==> src/rtl/core/spte_pkg.sv <==
// ----------------------------------------------------------------------------
// spte_pkg
// Shared types and constants of the shortest path tree engine.
// ----------------------------------------------------------------------------
package spte_pkg;

    localparam int NODE_W    = 7;
    localparam int NIDX_W    = 6;
    localparam int MAX_NODES = 64;
    localparam int DIST_W    = 22;
    localparam int WT_W      = 16;
    localparam int RANK_W    = 6;

    localparam logic [NODE_W-1:0] NODE_COUNT_RST = 7'd64;

    typedef enum logic [0:0] {
        KIND_LOAD  = 1'b0,
        KIND_START = 1'b1
    } kind_t;

    typedef struct packed {
        logic [NODE_W-1:0] tail;
        logic [NODE_W-1:0] head;
        logic [WT_W-1:0]   wt;
    } edge_t;

    typedef struct packed {
        logic [DIST_W-1:0] path_len;
        logic [NODE_W-1:0] parent;
        logic [WT_W-1:0]   wt;
    } node_word_t;

    typedef enum logic [3:0] {
        ST_IDLE,
        ST_SCAN_RD,
        ST_SCAN_CMP,
        ST_SETTLE,
        ST_EDGE_RD,
        ST_EDGE_HEAD,
        ST_EDGE_UPD,
        ST_OUT_RD,
        ST_OUT_LD,
        ST_OUT_WAIT
    } state_t;

    typedef struct packed {
        logic load_edge;
        logic start;
        logic scan_cmp;
        logic rescan;
        logic settle;
        logic sel_head;
        logic relax;
        logic out_load;
        logic out_next;
        logic finish;
    } cmd_t;

    typedef struct packed {
        logic v_last;
        logic pick_none;
        logic no_edges;
        logic e_last;
        logic out_taken;
    } stat_t;

endpackage

==> src/rtl/core/spte_ctrl.sv <==
// ----------------------------------------------------------------------------
// spte_ctrl
// Sequencer: node scan, settle, edge relaxation and result delivery.
// ----------------------------------------------------------------------------
module spte_ctrl (
    input  logic            clk,
    input  logic            rst_n,
    input  logic            req_valid,
    input  logic            req_kind,
    output logic            req_ready,
    input  spte_pkg::stat_t stat,
    output spte_pkg::cmd_t  cmd
);

    spte_pkg::state_t state_reg, state_next;

    always_ff @(posedge clk or negedge rst_n)
    begin
        if (!rst_n)
            state_reg <= spte_pkg::ST_IDLE;
        else
            state_reg <= state_next;
    end

    always_comb
    begin
        state_next = state_reg;
        cmd        = '0;
        req_ready  = 1'b0;
        unique case (state_reg)
            spte_pkg::ST_IDLE:
            begin
                req_ready = 1'b1;
                if (req_valid)
                begin
                    if (req_kind == spte_pkg::KIND_START)
                    begin
                        cmd.start  = 1'b1;
                        state_next = spte_pkg::ST_SCAN_RD;
                    end
                    else
                        cmd.load_edge = 1'b1;
                end
            end
            spte_pkg::ST_SCAN_RD:
                state_next = spte_pkg::ST_SCAN_CMP;
            spte_pkg::ST_SCAN_CMP:
            begin
                cmd.scan_cmp = 1'b1;
                state_next   = stat.v_last ? spte_pkg::ST_SETTLE : spte_pkg::ST_SCAN_RD;
            end
            spte_pkg::ST_SETTLE:
            begin
                cmd.rescan = 1'b1;
                if (stat.pick_none)
                    state_next = spte_pkg::ST_OUT_RD;
                else
                begin
                    cmd.settle = 1'b1;
                    state_next = stat.no_edges ? spte_pkg::ST_SCAN_RD : spte_pkg::ST_EDGE_RD;
                end
            end
            spte_pkg::ST_EDGE_RD:
                state_next = spte_pkg::ST_EDGE_HEAD;
            spte_pkg::ST_EDGE_HEAD:
            begin
                cmd.sel_head = 1'b1;
                state_next   = spte_pkg::ST_EDGE_UPD;
            end
            spte_pkg::ST_EDGE_UPD:
            begin
                cmd.sel_head = 1'b1;
                cmd.relax    = 1'b1;
                state_next   = stat.e_last ? spte_pkg::ST_SCAN_RD : spte_pkg::ST_EDGE_RD;
            end
            spte_pkg::ST_OUT_RD:
                state_next = spte_pkg::ST_OUT_LD;
            spte_pkg::ST_OUT_LD:
            begin
                cmd.out_load = 1'b1;
                state_next   = spte_pkg::ST_OUT_WAIT;
            end
            spte_pkg::ST_OUT_WAIT:
            begin
                if (stat.out_taken)
                begin
                    if (stat.v_last)
                    begin
                        cmd.finish = 1'b1;
                        state_next = spte_pkg::ST_IDLE;
                    end
                    else
                    begin
                        cmd.out_next = 1'b1;
                        state_next   = spte_pkg::ST_OUT_RD;
                    end
                end
            end
            default:
                state_next = spte_pkg::ST_IDLE;
        endcase
    end

endmodule

==> config.mk <==
export PLATFORM = sky130hd
export DESIGN_NAME = spte_ctrl
export DESIGN_NICKNAME = d
export VERILOG_FILES = /design/src/rtl/core/spte_pkg.sv /design/src/rtl/core/spte_ctrl.sv
export SDC_FILE = /design/constraint.sdc
export NUM_CORES = 1
export LEC_CHECK = 0
export BUFFER_PORTS_ARGS = -buffer_cell sky130_fd_sc_hd__buf_4
export CORE_AREA = 2 2 39 41
export DETAILED_ROUTE_END_ITERATION = 8
export DIE_AREA = 0 0 41 43
export HOLD_SLACK_MARGIN = 0.15
export PLACE_DENSITY_LB_ADDON = 0.3
export SKIP_CTS_REPAIR_TIMING = 1
export SLEW_MARGIN = 20
export SYNTH_ARGS = -nofsm -noshare
export SYNTH_HDL_FRONTEND = slang
export SYNTH_SLANG_ARGS = --single-unit
==> constraint.sdc <==
create_clock -name clk -period 2.1 [get_ports clk]
set_input_delay 0.21 -clock clk [delete_from_list [all_inputs] [get_ports clk]]
set_output_delay 0.21 -clock clk [all_outputs]
set_load 0.02 [all_outputs]
==> impl_metrics.json <==
{
  "run_status": "finished clean",
  "place_hpwl_um": 704.6,
  "drc_errors": 0,
  "synthDistinctLibCells": 22,
  "cts.sinks": 4,
  "hold_depth": 3,
  "clk_latency_ns": 0.23,
  "reg2regPathDepth": 4,
  "ys_seq_area_frac": 0.2685,
  "drv_cap": 0,
  "clockRootBuffer": "clkbuf_4",
  "drtPass1Iterations": 4,
  "fmax_mhz": 555.3,
  "placed_cells": 85,
  "fin_setup_tns_ns": 0,
  "timing.rr.end": "state_reg[0]",
  "clk_pin_slew_ns": 0.04,
  "grt_max_degree": 15,
  "gp_congestion": 0.7662,
  "holdWs_ns": 0.2500,
  "critPathCaptureType": "output port",
  "slew_headroom": 0.7026,
  "min_period_ns": 1.801,
  "finalHoldViolCount": 0,
  "vias": 433,
  "grt.overflow.total": 0,
  "num_antenna_cells": 0,
  "drv_slew": 0,
  "rsz0062_at_grt": "false",
  "cts_buffer_depth": 2,
  "synthesis.nets": 62,
  "powerDensity_mw_per_mm2": 1280,
  "fp.dieW_um": 41,
  "grt_pass1_vias": 332,
  "largest_reg_flops": 4,
  "post-route-period-util": 0.8575,
  "avgSynthCellArea_um2": 7.035,
  "htree_levels": 1,
  "pre_cts_ws_ns": 0.5708,
  "fp.dieH_um": 43,
  "peakVddDrop_mv": 0.4597,
  "rows": 14,
  "fin_ws_ns": 0.2992,
  "cts_tree": "done",
  "p_leak_nw": 0.2626,
  "crit_arrival_ns": 1.59,
  "critPathLaunch": "state_reg[2]",
  "critical_path_class": "flip-flop to output port",
  "hold_class": "primary input to flip-flop",
  "dieArea_mm2": 0.001763,
  "core_mm2": 0.001384,
  "cts_made_buffers": 3,
  "drive_gt1_frac": 0.3562,
  "syn_area_um2": 372.9,
  "finalNetCount": 84,
  "wl_per_cell_um": 10.33,
  "skew_ns": 0.005533,
  "synth-seq-cells": 4,
  "via_per_inst": 4.865,
  "critPathMaxFanout": 8,
  "cp-start-kind": "flip-flop",
  "initial_core_util": 0.2694,
  "port_buffers": 19,
  "ant_nets": 0,
  "antenna_found_initial": 0,
  "first_iter_violations": 19,
  "yosysWarnings": 0,
  "grt_use_total": 0.1159,
  "ioPinCount": 20,
  "layout_common_cells": "buf_4, nor2_1, nand2_1",
  "critPathCapture": "cmd[1]",
  "grt_first_pass_wirelength_mm": 1.386,
  "area_growth_pct": 47.65,
  "reg2reg_from": "state_reg[0]",
  "tightest_slew_ns": 0.4421,
  "crit_required_ns": 1.89,
  "setup_viol": 0,
  "layout.cells.non_filler": 89,
  "final_common_cell": "buf_4",
  "syn_inst": 53,
  "final_core_util": 0.3978,
  "drt_wl_total_um": 919,
  "worst-r2r-setup-slack_ns": 0.69
}
[logic make-up after synthesis]
group | after synthesis | share of synthesized area
simple gates | 28 | 0.3960
compound gates | 15 | 0.2282
mux | 1 | 0.04026
buf+inv | 5 | 0.06713
flops | 4 | 0.2685
[final cells by class]
cell class              count  area (um2)
fillers                   151       833.3
clock buffers               3       22.52
multi-input cells          44       247.7
well taps                  16       20.02
repair buffers             20       152.6
flip-flops and latches      4       100.1
inverters                   2       7.507
[worst min-delay path by stage]
| stage | start | end |
|---|---|---|
| 2_1_floorplan | rst_n | state_reg[0] |
| 3_3_place_gp | rst_n | state_reg[1] |
| 3_5_place_dp | rst_n | state_reg[1] |
| 4_1_cts | rst_n | state_reg[1] |
| 5_1_grt | stat[4] | state_reg[1] |
| 6_report | stat[4] | state_reg[1] |
[cells in the mapped netlist]
cell	n	share of area
dfrtp_1	4	0.27
nor3_1	2	0.027
nand2_1	6	0.060
nand3_1	1	0.013
inv_1	2	0.020
o21ai_0	5	0.067
buf_2	2	0.027
mux2_4	1	0.040
nand4_1	1	0.017
nor2_4	1	0.030
a211oi_1	1	0.020
nor4_1	2	0.034
o21bai_1	2	0.040
a21oi_1	5	0.067
nand2b_1	4	0.067
and3_1	1	0.017
or2b_1	1	0.020
nor2_1	6	0.060
or2_2	2	0.034
nor2b_1	1	0.017
a31oi_1	2	0.034
buf_4	1	0.020
[through the flow]
stage	cell area [um2]	total power [W]
after detailed placement	518.0	0.0006059
after floorplan	372.9	0.0004831
after global placement	518.0	0.0006066
final	550.5	0.0007046
after CTS	540.5	0.0007087
after global routing	550.5	0.0007675
[worst max-delay path: stages, from the launching register on]
cell     delay, ns
dfrtp_1       0.46
nor2_4        0.19
nand3_1       0.13
or2_2         0.32
nor2_1        0.10
buf_4         0.15
[layer usage]
layer / vias up / track usage / wire length, um
met1: 180 / 0.1857 / 452
met4: 0 / 0.02000 / 0
met5: - / 0 / 0
li1: 227 / - / -
met2: 26 / 0.1313 / 364
met3: 0 / 0.06806 / 102
[where the power goes]
part | internal [W] | switching [W] | total, W
Combinational | 0.000197 | 0.000220 | 0.000416
Sequential | 0.000109 | 0.0000853 | 0.000195
Clock | 0.0000638 | 0.0000298 | 0.0000936
Total | 0.000370 | 0.000335 | 0.000705
Power figures use the tool's default switching activity.
